### config.mk
export PLATFORM = sky130hd
export DESIGN_NAME = hsb_to_rgb_convert
export DESIGN_NICKNAME = d
export VERILOG_FILES = /design/src/hdl/hsbrgb_pkg.sv /design/src/hdl/hsbrgb_chan.sv /design/src/hdl/hsb_to_rgb_convert.sv
export SDC_FILE = /design/constraint.sdc
export NUM_CORES = 2
export LEC_CHECK = 0
export BUFFER_PORTS_ARGS = -buffer_cell sky130_fd_sc_hd__buf_4
export CAP_MARGIN = 20
export CELL_PAD_IN_SITES_DETAIL_PLACEMENT = 1
export CELL_PAD_IN_SITES_GLOBAL_PLACEMENT = 2
export CORE_MARGIN = 5
export CORE_UTILIZATION = 43
export DETAILED_ROUTE_END_ITERATION = 8
export HOLD_SLACK_MARGIN = 0.1
export PLACE_DENSITY_LB_ADDON = 0.25
export SKIP_LAST_GASP = 1
export SLEW_MARGIN = 40
export SYNTH_ARGS = -nofsm -noshare
export SYNTH_HDL_FRONTEND = slang
export SYNTH_SLANG_ARGS = --single-unit
### constraint.sdc
create_clock -name clk -period 10.6 [get_ports clk]
set_input_delay 0.53 -clock clk [delete_from_list [all_inputs] [get_ports clk]]
set_output_delay 0.53 -clock clk [all_outputs]
set_load 0.1 [all_outputs]
### src/hdl/hsbrgb_pkg.sv
// Shared constants, types and helpers for the HSB to RGB converter.
package hsbrgb_pkg;

  localparam int FRAC_BITS = 16;
  localparam int FIELD_W   = FRAC_BITS + 1;
  localparam int PROD_W    = 2 * FIELD_W;
  localparam int BYTE_W    = 8;

  localparam logic [FIELD_W-1:0] ONE = FIELD_W'(1) << FRAC_BITS;

  // Color-wheel sector, one per sixth of a turn
  typedef enum logic [2:0] {
    SEC_RED_YELLOW   = 3'd0,
    SEC_YELLOW_GREEN = 3'd1,
    SEC_GREEN_CYAN   = 3'd2,
    SEC_CYAN_BLUE    = 3'd3,
    SEC_BLUE_MAGENTA = 3'd4,
    SEC_MAGENTA_RED  = 3'd5
  } sector_t;

  // Load strobes for the channel scaler stages
  typedef struct packed {
    logic load_prod;
    logic load_byte;
  } chan_ctl_t;

  // Limit a Q1.16 value to 1.0
  function automatic logic [FIELD_W-1:0] clamp_one(input logic [FIELD_W-1:0] v);
    logic [FIELD_W-1:0] r;
    r = (v > ONE) ? ONE : v;
    return r;
  endfunction

endpackage

### src/hdl/hsbrgb_chan.sv
// One channel scaler: brightness times (1 - x), then times 255, two register stages.
module hsbrgb_chan (
  input  logic                                clk,
  input  hsbrgb_pkg::chan_ctl_t               ctl,
  input  logic [hsbrgb_pkg::FIELD_W-1:0]      bri,
  input  logic [hsbrgb_pkg::FIELD_W-1:0]      om,
  output logic [hsbrgb_pkg::BYTE_W-1:0]       level
);

  localparam int SCALED_W = hsbrgb_pkg::PROD_W + 8;

  logic [hsbrgb_pkg::PROD_W-1:0] prod;
  logic [SCALED_W-1:0]           scaled;

  // Multiply brightness by the complement term
  always_ff @(posedge clk) begin
    if (ctl.load_prod) begin
      prod <= hsbrgb_pkg::PROD_W'(bri) * hsbrgb_pkg::PROD_W'(om);
    end
  end

  // Scale by 255 as a shift and subtract, keep the byte above the 2*FRAC_BITS point
  assign scaled = (SCALED_W'(prod) << 8) - SCALED_W'(prod);

  always_ff @(posedge clk) begin
    if (ctl.load_byte) begin
      level <= scaled[2*hsbrgb_pkg::FRAC_BITS +: hsbrgb_pkg::BYTE_W];
    end
  end

endmodule

### src/hdl/hsb_to_rgb_convert.sv
// Top level of the HSB to RGB converter: five-stage pipeline with stream handshakes.
//
//  channel | dir | tdata fields (low bit first)                  | tlast/tuser
//  s_*     | in  | hue[16:0] saturation[33:17] brightness[50:34] | none
//  m_*     | out | red[7:0] green[15:8] blue[23:16]              | none
//
// An accepted item passes through stages 1 to 5 to the output; one item per clock while m_tready is high.
// Each stage holds a valid bit; a stage loads when it is empty or the next stage moves on,
// so bubbles close up and a stalled output holds its item without loss or repeat.
// The stage count is set by the two multiplier ranks (s*f, then b*(1-x)) and the x255 scale.
// Reset clears only the valid bits; the data registers are not reset.
module hsb_to_rgb_convert (
  input  logic        clk,
  input  logic        rst,
  input  logic        s_tvalid,
  output logic        s_tready,
  input  logic [55:0] s_tdata,   // hue[16:0], saturation[33:17], brightness[50:34], zero pad
  output logic        m_tvalid,
  input  logic        m_tready,
  output logic [23:0] m_tdata    // red[7:0], green[15:8], blue[23:16]
);

  localparam int FB = hsbrgb_pkg::FRAC_BITS;
  localparam int FW = hsbrgb_pkg::FIELD_W;
  localparam int BW = hsbrgb_pkg::BYTE_W;

  // Valid bits and per-stage ready
  logic v1, v2, v3, v4, v5;
  logic rdy1, rdy2, rdy3, rdy4, rdy5;

  assign rdy5     = !v5 || m_tready;
  assign rdy4     = !v4 || rdy5;
  assign rdy3     = !v3 || rdy4;
  assign rdy2     = !v2 || rdy3;
  assign rdy1     = !v1 || rdy2;
  assign s_tready = rdy1;
  assign m_tvalid = v5;

  always_ff @(posedge clk) begin
    if (rst) begin
      v1 <= 1'b0;
      v2 <= 1'b0;
      v3 <= 1'b0;
      v4 <= 1'b0;
      v5 <= 1'b0;
    end else begin
      if (rdy1) v1 <= s_tvalid;
      if (rdy2) v2 <= v1;
      if (rdy3) v3 <= v2;
      if (rdy4) v4 <= v3;
      if (rdy5) v5 <= v4;
    end
  end

  // Stage 1: unpack, wrap hue, clamp, split hue*6 into sector and fraction
  logic [FB-1:0]         hue_in;
  logic [FB+2:0]         h6;
  hsbrgb_pkg::sector_t   s1_sector;
  logic [FB-1:0]         s1_f;
  logic [FW-1:0]         s1_sat;
  logic [FW-1:0]         s1_bri;

  assign hue_in = s_tdata[FB-1:0];
  assign h6     = ((FB+3)'(hue_in) << 2) + ((FB+3)'(hue_in) << 1);

  always_ff @(posedge clk) begin
    if (rdy1 && s_tvalid) begin
      s1_sector <= hsbrgb_pkg::sector_t'(h6[FB +: 3]);
      s1_f      <= h6[FB-1:0];
      s1_sat    <= hsbrgb_pkg::clamp_one(s_tdata[FW +: FW]);
      s1_bri    <= hsbrgb_pkg::clamp_one(s_tdata[2*FW +: FW]);
    end
  end

  // Stage 2: s*f and s*(1-f), complements, brightness byte
  logic [2*FW-1:0]       sf_prod;
  logic [2*FW-1:0]       sg_prod;
  logic [FW-1:0]         sf;
  logic [FW-1:0]         sg;
  logic [FW+BW-1:0]      vb_scaled;
  hsbrgb_pkg::sector_t   s2_sector;
  logic [FW-1:0]         s2_omp;
  logic [FW-1:0]         s2_omq;
  logic [FW-1:0]         s2_omt;
  logic [FW-1:0]         s2_bri;
  logic [BW-1:0]         s2_vb;

  always_comb begin
    sf_prod   = (2*FW)'(s1_sat) * (2*FW)'(s1_f);
    sg_prod   = (2*FW)'(s1_sat) * (2*FW)'(hsbrgb_pkg::ONE - FW'(s1_f));
    sf        = sf_prod[FB +: FW];
    sg        = sg_prod[FB +: FW];
    vb_scaled = ((FW+BW)'(s1_bri) << 8) - (FW+BW)'(s1_bri);
  end

  always_ff @(posedge clk) begin
    if (rdy2 && v1) begin
      s2_sector <= s1_sector;
      s2_omp    <= hsbrgb_pkg::ONE - s1_sat;
      s2_omq    <= hsbrgb_pkg::ONE - sf;
      s2_omt    <= hsbrgb_pkg::ONE - sg;
      s2_bri    <= s1_bri;
      s2_vb     <= vb_scaled[FB +: BW];
    end
  end

  // Stages 3 and 4: scale p, q and t in the channel units
  hsbrgb_pkg::chan_ctl_t chan_ctl;
  logic [BW-1:0]         vp;
  logic [BW-1:0]         vq;
  logic [BW-1:0]         vt;

  assign chan_ctl.load_prod = rdy3 && v2;
  assign chan_ctl.load_byte = rdy4 && v3;

  hsbrgb_chan u_chan_p (.clk(clk), .ctl(chan_ctl), .bri(s2_bri), .om(s2_omp), .level(vp));
  hsbrgb_chan u_chan_q (.clk(clk), .ctl(chan_ctl), .bri(s2_bri), .om(s2_omq), .level(vq));
  hsbrgb_chan u_chan_t (.clk(clk), .ctl(chan_ctl), .bri(s2_bri), .om(s2_omt), .level(vt));

  // Carry sector and brightness byte alongside the channel units
  hsbrgb_pkg::sector_t   s3_sector;
  hsbrgb_pkg::sector_t   s4_sector;
  logic [BW-1:0]         s3_vb;
  logic [BW-1:0]         s4_vb;

  always_ff @(posedge clk) begin
    if (chan_ctl.load_prod) begin
      s3_sector <= s2_sector;
      s3_vb     <= s2_vb;
    end
    if (chan_ctl.load_byte) begin
      s4_sector <= s3_sector;
      s4_vb     <= s3_vb;
    end
  end

  // Stage 5: route b, p, q, t to red, green, blue by sector
  logic [BW-1:0] red_next;
  logic [BW-1:0] green_next;
  logic [BW-1:0] blue_next;
  logic [BW-1:0] red;
  logic [BW-1:0] green;
  logic [BW-1:0] blue;

  always_comb begin
    case (s4_sector)
      hsbrgb_pkg::SEC_RED_YELLOW: begin
        red_next = s4_vb; green_next = vt;    blue_next = vp;
      end
      hsbrgb_pkg::SEC_YELLOW_GREEN: begin
        red_next = vq;    green_next = s4_vb; blue_next = vp;
      end
      hsbrgb_pkg::SEC_GREEN_CYAN: begin
        red_next = vp;    green_next = s4_vb; blue_next = vt;
      end
      hsbrgb_pkg::SEC_CYAN_BLUE: begin
        red_next = vp;    green_next = vq;    blue_next = s4_vb;
      end
      hsbrgb_pkg::SEC_BLUE_MAGENTA: begin
        red_next = vt;    green_next = vp;    blue_next = s4_vb;
      end
      default: begin
        red_next = s4_vb; green_next = vp;    blue_next = vq;
      end
    endcase
  end

  always_ff @(posedge clk) begin
    if (rdy5 && v4) begin
      red   <= red_next;
      green <= green_next;
      blue  <= blue_next;
    end
  end

  assign m_tdata = {blue, green, red};

`ifndef SYNTHESIS
  // Sector from a wrapped hue never passes the last wheel sector
  a_sector_range: assert property (@(posedge clk) disable iff (rst)
    v1 |-> (s1_sector <= hsbrgb_pkg::SEC_MAGENTA_RED))
    else $error("sector out of range");

  // s*f and s*(1-f) truncated never sum above s, so neither complement wraps
  a_sf_sg_bound: assert property (@(posedge clk) disable iff (rst)
    v1 |-> ((FW+1)'(sf) + (FW+1)'(sg) <= (FW+1)'(s1_sat)))
    else $error("s*f plus s*(1-f) exceeds saturation");

  // An accepted item lands in stage 1
  a_accept_loads: assert property (@(posedge clk) disable iff (rst)
    (s_tvalid && s_tready) |=> v1)
    else $error("accepted item lost at stage 1");

  // A stalled output stage keeps its data
  a_hold_out: assert property (@(posedge clk) disable iff (rst)
    (v5 && !m_tready) |=> (v5 && $stable(red) && $stable(green) && $stable(blue)))
    else $error("output changed while stalled");
`endif

endmodule

======== Word level (Yosys, flattened, before mapping) ========
Cells that the tools add are included.
cells by class
  reduce and logical (&&, ||, !) cells .... 20
  $lt $le $gt $ge ......................... 2
  add/subtract/negate cells ............... 9
  muxes and demuxes ....................... 3
  eq/ne operators ......................... 4
  $mul .................................... 5
operators by type and width
  cell                      number
  $sub A40 B34 Y40          3
  $mul A17 B17 Y34          3
  $pmux W8 S3               3
  $sub A17 B17 Y17 const A  3
  $gt A17 B17 Y1 const B    2
  $mul A17 B16 Y33          1
  $mul A18 B18 Y33          1
  $sub A24 B17 Y24          1
  $add A18 B17 Y19          1
  $sub A17 B16 Y18 const A  1
  $reduce_or A2 Y1          4
  $eq A3 B2 Y1 const B      2
  $logic_and A1 B1 Y1       5
  $logic_not A1 Y1          5
  $logic_or A1 B1 Y1        5
  $eq A3 B1 Y1 const B      1
  $eq A3 B3 Y1 const B      1
  $logic_not A3 Y1          1
storage, ports and cells
  logic and storage cells ................. 71
  bits in registers ....................... 309
  output and inout bits ................... 26
  input bits .............................. 60

======== Longest topological paths before layout ========
  depth after elaboration ................. 7
  mapped depth ............................ 39
  gate-level depth less buffers ........... 36

======== Hierarchy ========
Synthesis repeated with hierarchy kept, for this count alone.
unflattened totals
  cells, all modules ...................... 6768
  area total of the unflattened synthesis .. 62797.7 um^2
by module, submodules not included
  module                   times used  seq. area each (um^2)  cells an instance  area each (um^2)
  hsb_to_rgb_convert       1           5415.2                 2712               26299.0
  hsbrgb_chan at u_chan_t  1           1261.2                 1375               12323.1
  hsbrgb_chan at u_chan_p  1           1261.2                 1353               12104.1
  hsbrgb_chan at u_chan_q  1           1261.2                 1328               12071.6

======== Least setup slack after synthesis ========
Ideal clock, no wire load.
  path type ............................... reg-to-reg
  from .................................... reg v5 (netlist: m_tvalid)
  to ...................................... reg s3_sector[0] (enable)
  stages on the path, launching flop included .. 5
  path slack .............................. 0.426 ns
  arrival ................................. 9.417 ns
  library setup time ...................... 0.757 ns
  path buffers ............................ 1
  data required time ...................... 9.843 ns
  clock period less this slack ............ 10.174 ns
  path through ............................ dfxtp_1 > nor2b_1 > and2_1 > clkbuf_1 > a21boi_0
RTL lines
  what                    RTL line                   RTL
  from (decl)             hsb_to_rgb_convert.sv:28   logic v1, v2, v3, v4, v5;
  from (signal assigned)  hsb_to_rgb_convert.sv:51   if (rdy5) v5 <= v4;
  to (signal assigned)    hsb_to_rgb_convert.sv:128  s3_sector <= s2_sector;
  to (decl)               hsb_to_rgb_convert.sv:121  hsbrgb_pkg::sector_t s3_sector;

======== Worst setup path after layout ========
  from .................................... reg s1_f[2]
  to ...................................... reg s2_omt[16] (data pin)
between the ends
  cells in the longest elaborated chain, start to end .. 3
RTL lines
  what                    RTL line                   RTL
  from (decl)             hsb_to_rgb_convert.sv:59   logic [FB-1:0] s1_f;
  from (signal assigned)  hsb_to_rgb_convert.sv:69   s1_f <= h6[FB-1:0];
  $sub A17 B16 Y18        hsb_to_rgb_convert.sv:90   sg_prod = (2*FW)'(s1_sat) * (2*FW)'(hsbrgb_pkg::ONE - FW'(s1_f));
  $mul A18 B18 Y33        hsb_to_rgb_convert.sv:90
  $sub A17 B17 Y17        hsb_to_rgb_convert.sv:101  s2_omt <= hsbrgb_pkg::ONE - sg;
  to (signal assigned)    hsb_to_rgb_convert.sv:101
  to (decl)               hsb_to_rgb_convert.sv:84   logic [FW-1:0] s2_omt;
Every way passes these cells.
A chain may end at the register's enable or synchronous reset.

==> metrics.yaml <==
vias: 42500
first_pass_iters: 5
synth.avg_cell_area_um2: 9.37
cts_resized: 0
rsz0062_at_grt: "no"
h-tree-depth: 2
dp_hpwl_um: 131000
cp.required_ps: 10950
hold_class: "in -> reg"
ant_nets: 0
tns_ps: 0
fin_crit_sh: 0.859
fmax_mhz: 110
die_h_um: 385
grt_pass1_wl_um: 265000
grt_max_degree: 71
syn_nets: 8241
port_buffers: 79
worstPathArrival_ps: 9460
core_mm2: 0.140
route.detailed.drc: 0
critPathKind: "reg -> reg"
cts_root_buf: "clkbuf_16"
globalRouteOverflowTotal: 0
synth_top_area_share: 0.355
num_rows: 137
async_reset_ff_frac: 0
yosysWarnings: 0
hold_buffers: 1
synth_cell_types: 96
start_util: 0.433
avgRoutedWirePerCell_um: 19.6
postCtsSetupBuffers: 0
drt_iter0_drc: 1632
wirelength_um: 163000
slew_headroom: 0.388
worstSkewPairLatency_ps: 640
clkTransAtPathRegs_ps: 60
setup_viol: 0
layout_min_cycle_time_ps: 9100
synth_area_leaders: "fa_1 (36%), edfxtp_1 (15%), ha_1 (14%)"
crit_buf_inv: 6
cp_top_family: "adder cells"
worst_pin_slew_ps: 918
place.gp.congestion: 0.811
finClkSkew_ps: 49.9
cts_buffer_depth: 3
pin_count: 86
final-hold-violation-count: 0
cts_tree: "yes"
die_w_um: 385
syn_inst: 6448
yosysTopAreaCell: "fa_1"
cap_violations: 0
grt.total_usage: 0.227
nNetsFinal: 8174
startpoint_type: "flop"
ys.flop_type: "edfxtp_1"
synth_seq_cells: 308
final_cell_mix: "inv_1 (1389), fa_1 (1073), nand2_1 (987), ha_1 (660), and2_1 (503)"
viasPerCell: 5.13
status: "completed"
slowest_delay_ps: 690
endpoint_kind: "flop"
die_area_mm2: 0.148
crit_fanout: 12
antenna_found_initial: 2
drive_gt1_frac: 0.0518
utilization: 0.464
synth_edf_count: 303
synthToLayoutAreaGrowth_pct: 7.08
crit_slowest_cell: "xor2_1"
first_global_vias: 48100
layout_commonest_cell: "inv_1"
clock_sinks: 308
cts_buffers: 42
ys_seq_area_frac: 0.152
drv_slew: 0
synth_area_mm2: 0.0604
[kinds of logic after synthesis]
family	count (synthesis)	synth area share
AO/OA/AOI/OAI	518	0.0574
buffers and inverters	1694	0.105
AND/OR/NAND/NOR	1945	0.155
XOR/XNOR	203	0.0294
flip-flops	308	0.152
multiplexers	47	0.00820
adder cells (fa/ha/maj)	1733	0.492
[worst reg2reg max path: cells and delay by family, from the launching register on]
family	cells	cell delay, ps
compound gates	7	1180
xor+xnor	3	920
fa+ha+maj	9	3580
buf+inv	6	570
flops	1	550
simple gates	10	2070
[final timing paths]
kind | from | end | slack [ps] | cells past startpoint
max | s1_f[2]$_DFFE_PP_ | s2_omt[16]$_DFFE_PP_ | 1500 | 35
min reg2reg | s3_vb[6]$_DFFE_PP_ | s4_vb[6]$_DFFE_PP_ | 420 | 0
min | s_tvalid | v1$_SDFFE_PP0N_ | 160 | 3
max reg2reg | s1_f[2]$_DFFE_PP_ | s2_omt[16]$_DFFE_PP_ | 1500 | 35
[cell usage after synthesis (9+ instances only)]
| master | count |
|---|---|
| and3_1 | 30 |
| o211ai_1 | 12 |
| mux2_2 | 20 |
| mux2i_1 | 27 |
| buf_1 | 13 |
| o21ai_0 | 90 |
| nand4_1 | 19 |
| nand3_1 | 39 |
| a31oi_1 | 11 |
| o21bai_1 | 21 |
| and2_1 | 504 |
| clkbuf_1 | 287 |
| inv_1 | 1389 |
| o22ai_1 | 13 |
| ha_1 | 660 |
| nor3_1 | 41 |
| xor2_1 | 51 |
| fa_1 | 1073 |
| or3_1 | 9 |
| o21ai_1 | 11 |
| o21a_1 | 24 |
| xnor2_1 | 152 |
| nand2_1 | 987 |
| nor4_1 | 24 |
| edfxtp_1 | 303 |
| nor2b_1 | 70 |
| a211oi_1 | 19 |
| a21boi_0 | 10 |
| a21o_1 | 62 |
| nor2_1 | 139 |
| a21oi_1 | 156 |
| nand2b_1 | 26 |
[layout make-up]
| class | count | area, um^2 |
|---|---|---|
| antenna | 2 | 5.00 |
| tap | 1876 | 2350 |
| clock buffer | 60 | 1150 |
| inverter | 1389 | 5210 |
| sequential | 308 | 9200 |
| timing repair buffer | 194 | 1640 |
| clock inverter | 18 | 195 |
| fill | 16000 | 74800 |
| multi-input combinational | 4446 | 45000 |
[per-layer routing]
layer / vias up / wire length [um] / part of all wire / global-route usage
li1: 19600 / - / - / -
met4: 0 / 4530 / 0.028 / 0.0572
met5: - / 0 / 0 / 0
met1: 22200 / 73600 / 0.45 / 0.305
met2: 561 / 78400 / 0.48 / 0.392
met3: 159 / 5960 / 0.037 / 0.0258
[through the flow]
stage	std cells	hold WS, ps	instance area [um^2]	worst slack [ps]
4_1_cts	8278	108	64500	1400
5_1_grt	8291	136	64700	979
2_1_floorplan	6448	400	60400	426
6_report	8293	158	64700	1500
3_3_place_gp	8186	401	63000	1580
3_5_place_dp	8199	408	63200	1410
[flip-flops by register name (all words and copies together), names as in the netlist, 15 cells and up]
name / count
s2_omq: 17
s2_bri: 17
s1_sat: 17
u_chan_t.prod: 34
s1_bri: 17
s2_omt: 17
u_chan_q.prod: 34
s1_f: 15
s2_omp: 17
u_chan_p.prod: 34
Power is not shown: default switching activity piles up to over one toggle a cycle in this logic, so the estimate is an artifact.
